==> src/design/pfs_pkg.sv <==
// ----------------------------------------------------------------------------
// pfs_pkg: shared types and constants for the PLL factor search
// Field widths, divider geometry and controller/datapath interface structs.
// ----------------------------------------------------------------------------
package pfs_pkg;

  localparam int OSC_W  = 26;
  localparam int TGT_W  = 31;
  localparam int MULT_W = 7;
  localparam int DIV_W  = 2;
  localparam int ERR_W  = 32;

  localparam int N_W    = 8;
  localparam int M_W    = 5;
  localparam int PROD_W = OSC_W + N_W;

  localparam int DIGIT_BITS = 8;
  localparam int DIGITS     = (PROD_W + DIGIT_BITS - 1) / DIGIT_BITS;
  localparam int DQ_W       = DIGITS * DIGIT_BITS;
  localparam int CNT_W      = $clog2(DIGITS);

  localparam logic [OSC_W-1:0] OSC_RESET = OSC_W'(24000000);

  typedef struct packed {
    logic start;
    logic mul;
    logic step;
    logic cmp;
    logic publish;
  } dp_cmd_t;

  typedef struct packed {
    logic empty;
    logic div_done;
    logic stop;
  } dp_sts_t;

endpackage

==> src/design/pll_factor_search_top.sv <==
// ----------------------------------------------------------------------------
// pll_factor_search_top: PLL multiplier/divider search
// Finds the multiplier and divider whose output best matches twice the
// requested frequency.
// ----------------------------------------------------------------------------
// Usage:
//   cfg channel (cfg_valid/cfg_ready, osc_hz): oscillator frequency, always
//   ready; write it only while no request is in flight.
//   in channel (in_valid/in_stall, target_hz): one request per search.
//   out channel (out_valid/out_stall, best_mult/best_div/best_error): one
//   result per request, held in an output register until taken.
// Sequence: each candidate pair takes a multiply step, divider steps at
//   eight quotient bits each, and a compare step. At most
//   (MULT_MAX-MULT_MIN+1)*DIV_MAX pairs are searched, 176 by default,
//   fewer on an exact match; the next request is taken once the result
//   is published and the block is back in idle.
// A stalled result does not block the next request; a second result waits
//   in the final state until the output register is free.
// Reset clears the handshakes and loads osc_hz with 24000000.
// ----------------------------------------------------------------------------
module pll_factor_search_top
  import pfs_pkg::*;
#(
  parameter int MULT_MIN = 12,
  parameter int MULT_MAX = 99,
  parameter int DIV_MAX  = 2
) (
  input  logic              clk,
  input  logic              rst,
  input  logic              cfg_valid,
  output logic              cfg_ready,
  input  logic [OSC_W-1:0]  osc_hz,
  input  logic              in_valid,
  output logic              in_stall,
  input  logic [TGT_W-1:0]  target_hz,
  output logic              out_valid,
  input  logic              out_stall,
  output logic [MULT_W-1:0] best_mult,
  output logic [DIV_W-1:0]  best_div,
  output logic [ERR_W-1:0]  best_error
);

  dp_cmd_t cmd;
  dp_sts_t sts;

  assign cfg_ready = 1'b1;

  pfs_ctrl u_ctrl (
    .clk       (clk),
    .rst       (rst),
    .in_valid  (in_valid),
    .in_stall  (in_stall),
    .out_valid (out_valid),
    .out_stall (out_stall),
    .sts       (sts),
    .cmd       (cmd)
  );

  pfs_datapath #(
    .MULT_MIN (MULT_MIN),
    .MULT_MAX (MULT_MAX),
    .DIV_MAX  (DIV_MAX)
  ) u_datapath (
    .clk        (clk),
    .rst        (rst),
    .cfg_we     (cfg_valid && cfg_ready),
    .osc_in     (osc_hz),
    .target_hz  (target_hz),
    .cmd        (cmd),
    .sts        (sts),
    .best_mult  (best_mult),
    .best_div   (best_div),
    .best_error (best_error)
  );

  a_reset_idle: assert property (@(posedge clk)
    rst |=> (!out_valid && !in_stall))
    else $error("block not idle after reset");

  a_busy_after_accept: assert property (@(posedge clk) disable iff (rst)
    (in_valid && !in_stall) |=> in_stall)
    else $error("request accepted but search not started");

  a_result_from_search: assert property (@(posedge clk) disable iff (rst)
    $rose(out_valid) |-> $past(in_stall))
    else $error("result raised without a search in progress");

endmodule

==> src/design/pfs_datapath.sv <==
// ----------------------------------------------------------------------------
// pfs_datapath: candidate evaluation datapath
// Oscillator register, multiplier, digit-serial divider, error and best-pair
// tracking, search indices and the result register.
// ----------------------------------------------------------------------------
module pfs_datapath
  import pfs_pkg::*;
#(
  parameter int MULT_MIN = 12,
  parameter int MULT_MAX = 99,
  parameter int DIV_MAX  = 2
) (
  input  logic              clk,
  input  logic              rst,
  input  logic              cfg_we,
  input  logic [OSC_W-1:0]  osc_in,
  input  logic [TGT_W-1:0]  target_hz,
  input  dp_cmd_t           cmd,
  output dp_sts_t           sts,
  output logic [MULT_W-1:0] best_mult,
  output logic [DIV_W-1:0]  best_div,
  output logic [ERR_W-1:0]  best_error
);

  localparam logic [N_W-1:0] N_MIN = N_W'(MULT_MIN);
  localparam logic [N_W-1:0] N_MAX = N_W'(MULT_MAX);
  localparam logic [M_W-1:0] M_MAX = M_W'(DIV_MAX);
  localparam logic [M_W-1:0] M_ONE = M_W'(1);

  logic [OSC_W-1:0]  osc;
  logic [ERR_W-1:0]  goal;
  logic [N_W-1:0]    n;
  logic [M_W-1:0]    m;
  logic [CNT_W-1:0]  cnt;
  logic [M_W-2:0]    rem;
  logic [DQ_W-1:0]   dq;
  logic [N_W-1:0]    best_n;
  logic [M_W-1:0]    best_m;
  logic [ERR_W-1:0]  best_e;

  logic [PROD_W-1:0] prod;
  logic [M_W-2:0]    r;
  logic [M_W-1:0]    t;
  logic [M_W-1:0]    d;
  logic [DIGIT_BITS-1:0] qd;
  logic [PROD_W-1:0] freq;
  logic [PROD_W-1:0] goal_x;
  logic [PROD_W-1:0] diff;
  logic [ERR_W-1:0]  err;
  logic              upd;
  logic              last;

  assign prod = {{(PROD_W-OSC_W){1'b0}}, osc} * {{(PROD_W-N_W){1'b0}}, n};

  // restoring division by m, one quotient byte per cycle
  always_comb begin
    r  = rem;
    t  = '0;
    d  = '0;
    qd = '0;
    for (int i = 0; i < DIGIT_BITS; i++) begin
      t = {r, dq[DQ_W-1-i]};
      d = t - m;
      if (t >= m) begin
        r = d[M_W-2:0];
        qd[DIGIT_BITS-1-i] = 1'b1;
      end else begin
        r = t[M_W-2:0];
      end
    end
  end

  assign freq   = dq[PROD_W-1:0];
  assign goal_x = {{(PROD_W-ERR_W){1'b0}}, goal};
  assign diff   = (freq >= goal_x) ? (freq - goal_x) : (goal_x - freq);
  assign err    = (|diff[PROD_W-1:ERR_W]) ? '1 : diff[ERR_W-1:0];
  assign upd    = err < best_e;
  assign last   = (n == N_MAX) && (m == M_MAX);

  assign sts.empty    = N_MIN > N_MAX;
  assign sts.div_done = cnt == CNT_W'(DIGITS - 1);
  assign sts.stop     = (upd && (err == '0)) || last;

  always_ff @(posedge clk) begin
    if (rst) begin
      osc <= OSC_RESET;
    end else if (cfg_we) begin
      osc <= osc_in;
    end
  end

  always_ff @(posedge clk) begin
    if (cmd.start) begin
      goal   <= {target_hz, 1'b0};
      n      <= N_MIN;
      m      <= M_ONE;
      best_n <= N_MIN;
      best_m <= M_ONE;
      best_e <= '1;
    end
    if (cmd.mul) begin
      dq  <= DQ_W'(prod);
      rem <= '0;
      cnt <= '0;
    end
    if (cmd.step) begin
      dq  <= {dq[DQ_W-DIGIT_BITS-1:0], qd};
      rem <= r;
      cnt <= cnt + CNT_W'(1);
    end
    if (cmd.cmp) begin
      if (upd) begin
        best_n <= n;
        best_m <= m;
        best_e <= err;
      end
      if (m == M_MAX) begin
        n <= n + N_W'(1);
        m <= M_ONE;
      end else begin
        m <= m + M_ONE;
      end
    end
    if (cmd.publish) begin
      best_mult  <= best_n[MULT_W-1:0];
      best_div   <= best_m[DIV_W-1:0];
      best_error <= best_e;
    end
  end

endmodule

==> src/design/pfs_ctrl.sv <==
// ----------------------------------------------------------------------------
// pfs_ctrl: search sequencer
// Steps each candidate pair through multiply, divide and compare, and owns
// the request and result handshakes.
// ----------------------------------------------------------------------------
module pfs_ctrl
  import pfs_pkg::*;
(
  input  logic    clk,
  input  logic    rst,
  input  logic    in_valid,
  output logic    in_stall,
  output logic    out_valid,
  input  logic    out_stall,
  input  dp_sts_t sts,
  output dp_cmd_t cmd
);

  localparam logic [2:0] S_IDLE = 3'd0;
  localparam logic [2:0] S_MUL  = 3'd1;
  localparam logic [2:0] S_DIV  = 3'd2;
  localparam logic [2:0] S_CMP  = 3'd3;
  localparam logic [2:0] S_FIN  = 3'd4;

  logic [2:0] state;
  logic [2:0] state_next;
  logic       out_valid_next;

  assign in_stall = state != S_IDLE;

  always_comb begin
    state_next     = state;
    cmd            = '0;
    out_valid_next = out_valid && out_stall;
    unique case (state)
      S_IDLE: begin
        if (in_valid) begin
          cmd.start  = 1'b1;
          state_next = sts.empty ? S_FIN : S_MUL;
        end
      end
      S_MUL: begin
        cmd.mul    = 1'b1;
        state_next = S_DIV;
      end
      S_DIV: begin
        cmd.step = 1'b1;
        if (sts.div_done) begin
          state_next = S_CMP;
        end
      end
      S_CMP: begin
        cmd.cmp    = 1'b1;
        state_next = sts.stop ? S_FIN : S_MUL;
      end
      S_FIN: begin
        if (!out_valid || !out_stall) begin
          cmd.publish    = 1'b1;
          out_valid_next = 1'b1;
          state_next     = S_IDLE;
        end
      end
      default: begin
        state_next = S_IDLE;
      end
    endcase
  end

  always_ff @(posedge clk) begin
    if (rst) begin
      state     <= S_IDLE;
      out_valid <= 1'b0;
    end else begin
      state     <= state_next;
      out_valid <= out_valid_next;
    end
  end

endmodule
==> config.mk <==
export PLATFORM = sky130hd
export DESIGN_NAME = pll_factor_search_top
export DESIGN_NICKNAME = d
export VERILOG_FILES = /design/src/design/pfs_pkg.sv /design/src/design/pll_factor_search_top.sv /design/src/design/pfs_datapath.sv /design/src/design/pfs_ctrl.sv
export SDC_FILE = /design/constraint.sdc
export NUM_CORES = 1
export LEC_CHECK = 0
export BUFFER_PORTS_ARGS = -buffer_cell sky130_fd_sc_hd__buf_2
export CAP_MARGIN = 20
export CORE_ASPECT_RATIO = 0.5
export CORE_MARGIN = 10
export CORE_UTILIZATION = 30
export DETAILED_ROUTE_END_ITERATION = 8
export GPL_ROUTABILITY_DRIVEN = 1
export PLACE_DENSITY = 0.46
export SYNTH_ARGS = -nofsm -noshare
export SYNTH_HDL_FRONTEND = slang
export SYNTH_SLANG_ARGS = --single-unit
==> constraint.sdc <==
create_clock -name clk -period 25.8 [get_ports clk]
set_input_delay 5.16 -clock clk [delete_from_list [all_inputs] [get_ports clk]]
set_output_delay 5.16 -clock clk [all_outputs]
set_load 0.05 [all_outputs]
# Word-level counts from Yosys, hierarchy flattened
# Cells that the tools add are included.
[totals] mem_bits_rw=0 in_bits=62 memories=0 output_inout_bits=44 latch_bits=0 reg_bits=207 word_cells=116 rom_bits=0
[op_classes] eq_ne=10 reduce_logical=14 n_addsub=13 mux=53 bitwise=0 multipliers=1 div_mod_pow=0 shift=0 n_lt_le_gt_ge=10
[ops] operator="32-bit two-way mux" count=4
[ops] operator="40-bit two-way mux" count=2
[ops] operator="8-bit two-way mux" count=6
[ops] operator="5-bit greater-or-equal comparator" count=8
[ops] operator="4-bit two-way mux" count=10
[ops] operator="34-bit by 32-bit greater-or-equal comparator with 1-bit output" count=1
[ops] operator="26-bit by 8-bit multiplier with 34-bit output" count=1
[ops] operator="34-bit two-way mux" count=1
[ops] operator="32-bit by 34-bit subtractor with 34-bit output" count=1
[ops] operator="34-bit by 32-bit subtractor with 34-bit output" count=1
[ops] operator="32-bit zero test" count=1
[ops] operator="32-bit less-than comparator" count=1
[ops] operator="4-bit subtractor" count=8
[ops] operator="5-bit two-way mux" count=6
[ops] operator="3-bit two-way mux" count=6
[ops] operator="1-bit two-way mux" count=17
[ops] operator="3-bit one-hot mux with 5 select lines" count=1
[ops] operator="8-bit by 1-bit adder with 8-bit output, second input constant" count=1
[ops] operator="8-bit by 7-bit == test with 1-bit output, second input constant" count=1
[ops] operator="3-bit by 2-bit == test with 1-bit output, second input constant" count=2
[ops] operator="3-bit == test, second input constant" count=2
[ops] operator="5-bit by 1-bit adder with 5-bit output, second input constant" count=1
[ops] operator="5-bit by 2-bit == test with 1-bit output, second input constant" count=1
[ops] operator="2-bit inequality test, second input constant" count=2
[ops] operator="other kinds (11)" count=16

# Logic depth before layout (Yosys ltp)
[logic_depth] word_depth=17 depth_mapped=80 mapped_depth_nobuf=78

# Cells and area by module
# A second synthesis with hierarchy kept.
[hier_totals] cells_unflattened=2210 hier_area_um2=19693.9
[modules_own_cells] module="pfs_datapath" area_per_inst_um2=19438.6 cells_each=2177 seq_area_each_um2=5225.0 n_inst=1
[modules_own_cells] module="pfs_ctrl" area_per_inst_um2=244.0 cells_each=31 seq_area_each_um2=80.1 n_inst=1
[modules_own_cells] module="pll_factor_search_top" area_per_inst_um2=11.3 cells_each=2 seq_area_each_um2=0.0 n_inst=1

# Least setup slack after synthesis
# Ideal clock, no wire load.
[synth_path] path_kind="reg2reg" from="register u_datapath.m[1]" to="register u_datapath.rem[1] (data pin)" t_arrival_ns=13.680 slack_ns=11.854 stages_incl_launch_ff=73 path_cell_list="edfxtp_1 -> inv_1 -> ha_1 -> a21o_1 -> a21o_1 -> a31o_2 -> a21o_1 -> a21o_1 -> o21ai_0 -> inv_1 -> ha_1 -> nor2b_1 -> o21ai_0 -> nand2b_1 -> a31o_2 -> a21o_1 -> a21o_1 -> clkbuf_1 -> (+37 left out) -> inv_1 -> ha_1 -> nor2b_1 -> o21ai_0 -> nand2b_1 -> a31o_2 -> a21o_1 -> a21o_1 -> a21oi_1 -> ha_1 -> a21o_1 -> a21oi_1 -> a21boi_0 -> o21ai_0 -> nand2b_1 -> clkbuf_1 -> mux2i_1 -> nor2_1"
[synth_between] elab_chain_cells=17
[synth_lines] element="start: declaration" line_no="pfs_datapath.sv:33" rtl="logic [M_W-1:0] m;"
[synth_lines] element="start signal: assignment" line_no="pfs_datapath.sv:121" rtl="m <= m + M_ONE;"
[synth_lines] element="4-bit subtractor or 5-bit greater-or-equal comparator (tied branches)" line_no="pfs_datapath.sv:63, pfs_datapath.sv:64"
[synth_lines] element="4-bit two-way mux" line_no="pfs_datapath.sv:64" rtl="if (t >= m) begin"
[synth_lines] element="4-bit subtractor or 5-bit greater-or-equal comparator (tied branches)" line_no="pfs_datapath.sv:63, pfs_datapath.sv:64"
[synth_lines] element="4-bit two-way mux" line_no="pfs_datapath.sv:64"
[synth_lines] element="4-bit subtractor or 5-bit greater-or-equal comparator (tied branches)" line_no="pfs_datapath.sv:63, pfs_datapath.sv:64"
[synth_lines] element="4-bit two-way mux" line_no="pfs_datapath.sv:64"
[synth_lines] element="5-bit greater-or-equal comparator or 4-bit subtractor (tied branches)" line_no="pfs_datapath.sv:64, pfs_datapath.sv:63"
[synth_lines] element="4-bit two-way mux" line_no="pfs_datapath.sv:64"
[synth_lines] element="4-bit subtractor or 5-bit greater-or-equal comparator (tied branches)" line_no="pfs_datapath.sv:63, pfs_datapath.sv:64"
[synth_lines] element="4-bit two-way mux" line_no="pfs_datapath.sv:64"
[synth_lines] element="4-bit subtractor or 5-bit greater-or-equal comparator (tied branches)" line_no="pfs_datapath.sv:63, pfs_datapath.sv:64"
[synth_lines] element="4-bit two-way mux" line_no="pfs_datapath.sv:64"
[synth_lines] element="5-bit greater-or-equal comparator or 4-bit subtractor (tied branches)" line_no="pfs_datapath.sv:64, pfs_datapath.sv:63"
[synth_lines] element="4-bit two-way mux" line_no="pfs_datapath.sv:64"
[synth_lines] element="4-bit subtractor or 5-bit greater-or-equal comparator (tied branches)" line_no="pfs_datapath.sv:63, pfs_datapath.sv:64"
[synth_lines] element="4-bit two-way mux *" line_no="pfs_datapath.sv:64"
[synth_lines] element="4-bit two-way mux *" line_no="pfs_datapath.sv:106" rtl="if (cmd.step) begin"
[synth_lines] element="end signal: assignment" line_no="pfs_datapath.sv:108" rtl="rem <= r;"
[synth_lines] element="end: declaration" line_no="pfs_datapath.sv:35" rtl="logic [M_W-2:0] rem;"
# Every way passes the cells marked *; elsewhere a longest branch is shown, timed or not.
# A chain may end at the register's enable or synchronous reset.

# Worst setup path in the final report
# Ends and elaborated chain as after synthesis.

==> metrics.txt <==
outcome=finished, final reports clean; routed via count=around 16000; WP data required=between 20000 and 30000 ps; IO Pins=about 110; Final Cycle Share=roughly three fifths; cell family with most CP delay=compound AO/OA/AOI/OAI gates; post_cts resized=0; clk buf depth=3; WL final=59200 µm; Detailed Routing Iterations Pass 1=5; Max-slew headroom=roughly two fifths; Synth Flop Type=edfxtp_1; H-tree depth=1; gpl congestion=approximately 0.85; initial DRC count=just under 900; Seq cells post-synth=about 200; Die W=approximately 390 µm; asr flop ratio synth=0%; Hold Buf Count CTS=0; Crit path buffers/inverters=7; Clock Latency Late Sink=580 ps; vias in the first global route=approximately 16000; most frequent cells in the layout=278 x inv_1, 259 x nand2_1, 192 x ha_1; Final Hold Viols=0; Crit Path Class=flop to flop; Synthesized Nets=2648; Clock Sinks=slightly above 200; warnings from Yosys=0; global-route wire length before repair=between 90000 and 100000 µm; Max Clk Rate=0.0632 GHz; largest net degree at the start of global routing=75; Critical R2R Launch=u_datapath.m[1]; Finished Cell Area=about 22000 µm²; commonest non-fill, non-tap cell in the layout=inv_1; synthesized cell area=~20000 µm²; cells after synthesis=approximately 2200; crit-path max FO=11; row cnt=between 60 and 70; wire per inst=18.6 µm; synthesized area per cell=8.99 µm²; initial antenna violation count=3; number of flops mapped to enable cells by yosys=about 120; worst stage delay on the critical path=810 ps; post-CTS setup buffers=0; Crit. Startpoint=u_datapath.m[1]; die area=a little under 80000 µm²; clock-pin slew on the worst setup and hold paths=70 ps; # DRC=0; Slew Viols, Final=0; GRT Util Overall=between 10% and 20%; share of layout cells above drive strength 1=between 10 and 15%; root buffer cell=clkbuf_16; nets=about 2700; unrepaired setup endpoints after global routing=no; Critical Path Source Type=flop; CTS buffer count=24; setup TNS=0 ps; Slowest-stage cell, CP=edfxtp_1; Slew @ Worst Pin=just under 900 ps; Setup Viol. Count Final=0; Critical Path Most Common Cell=a21o_1; post-route ant nets=0; Hold Crit Start=u_datapath.best_n[6]; Cell Area, Placed=~21000 µm²; fin crit period=approximately 16000 ps; DR vias/cell=about 5.0; Syn-to-layout area delta=10.2%; unique cell type count in the Yosys netlist=92; starting density of the core=~30%; post-synthesis sequential area ratio=around a quarter; worst hold path type=flop to flop; TritonCTS clock tree=done; Crit. End Element=flop; Die Ht=203 µm; clock skew=~26 ps; total grt overflow=0; Buffers on Ports=around 100; CORE AREA=66700 µm²; Max-Cap Viols=0; DPL Wire Length=roughly 46000 µm; CP Data Arrival Time=roughly 16000 ps
area by class of cell:
class | instances | area (µm²)
fill | 7070 | 44500
antenna | 2 | 5.00
sequential | 203 | 5310
clock inverter | 17 | 193
inverter | 279 | 1050
tap | 897 | 1120
clock buffer | 27 | 633
multi-input combinational | 1638 | 13200
timing repair buffer | 122 | 656
metal layers:
| layer | track usage (%) | wire length [µm] |
|---|---|---|
| met3 | 2.33 | 2730 |
| met1 | 21.0 | 29100 |
| met4 | 2.75 | 1030 |
| met5 | 0 | 13 |
| met2 | 23.5 | 26300 |
path summary, 6_finish.rpt:
check	end	slack, ps	cells after the start
worst max-delay path	u_datapath.rem[1]	9980	70
worst min-delay path	u_datapath.best_mult[6]	430	0
worst max register to register	u_datapath.rem[1]	9980	70
worst min register to register	u_datapath.best_mult[6]	430	0
flip-flops by register name (all words and copies together), names as in the netlist:
register / flops
u_datapath.dq: 40
u_datapath.best_e: 32
u_datapath.best_error: 32
u_datapath.goal: 31
u_datapath.osc: 26
u_datapath.n: 8
u_datapath.best_mult: 7
u_datapath.best_n: 7
u_datapath.m: 5
u_datapath.rem: 4
u_ctrl.state: 3
u_datapath.cnt: 3
u_datapath.best_div: 2
u_datapath.best_m: 2
u_ctrl.out_valid: 1
Yosys cell counts (all sizes together) (6+ instances only):
library cell,n,area [µm²]
inv,279,1050
nand2,262,996
ha,192,2400
fa,154,3080
a21oi,136,703
edfxtp,124,3720
nor2,124,480
and2,93,584
o21ai,87,443
dfxtp,79,1580
a21o,75,563
nor3,71,365
clkbuf,67,254
buf,53,322
xnor2,48,428
a31oi,37,238
mux2i,37,370
nand4,29,196
nor2b,28,175
xor2,26,228
nand3,22,123
nand2b,21,131
a211oi,16,130
mux2,14,158
a211o,13,114
o21a,13,97.6
o211ai,11,92.6
a31o,9,87.6
and3,9,56.3
o21bai,9,67.6
or2,8,50.1
o31ai,7,52.6
or3,7,48.8
a221oi,6,52.6
worst register-to-register path: cells and delay by family (launching register included):
family	cells	cell delay, ps
flip-flops	1	810
buffers and inverters	7	1020
adder cells (fa/ha/maj)	8	2520
multiplexers	1	210
AND/OR/NAND/NOR	14	1760
AO/OA/AOI/OAI	40	9230
kinds of logic (layout without fill, tap and decap cells):
| logic type | after synthesis | count (layout) | synth area share (%) |
|---|---|---|---|
| xor+xnor | 74 | 74 | 3.26 |
| simple gates | 697 | 697 | 16.9 |
| mux | 51 | 51 | 2.62 |
| flops | 203 | 203 | 26.4 |
| compound gates | 469 | 469 | 15.6 |
| fa+ha+maj | 346 | 346 | 27.2 |
| other cells | 1 | 3 | 0.0186 |
| buf+inv | 399 | 445 | 8.06 |
stage by stage:
step / setup slack (ps) / util (%) / hold slack [ps] / instances
floorplan: 11850 / - / 408 / 2240
global placement: 10460 / 32.0 / 416 / 3139
detailed placement: 9970 / 32.0 / 413 / 3139
CTS: 9960 / 33.2 / 435 / 3183
global route: 8660 / 33.2 / 446 / 3183
finish: 9980 / 33.3 / 432 / 3185
Power is left out: the tool's default activity adds up to more than one toggle a clock period on the data nets, which glitch-free logic cannot reach.
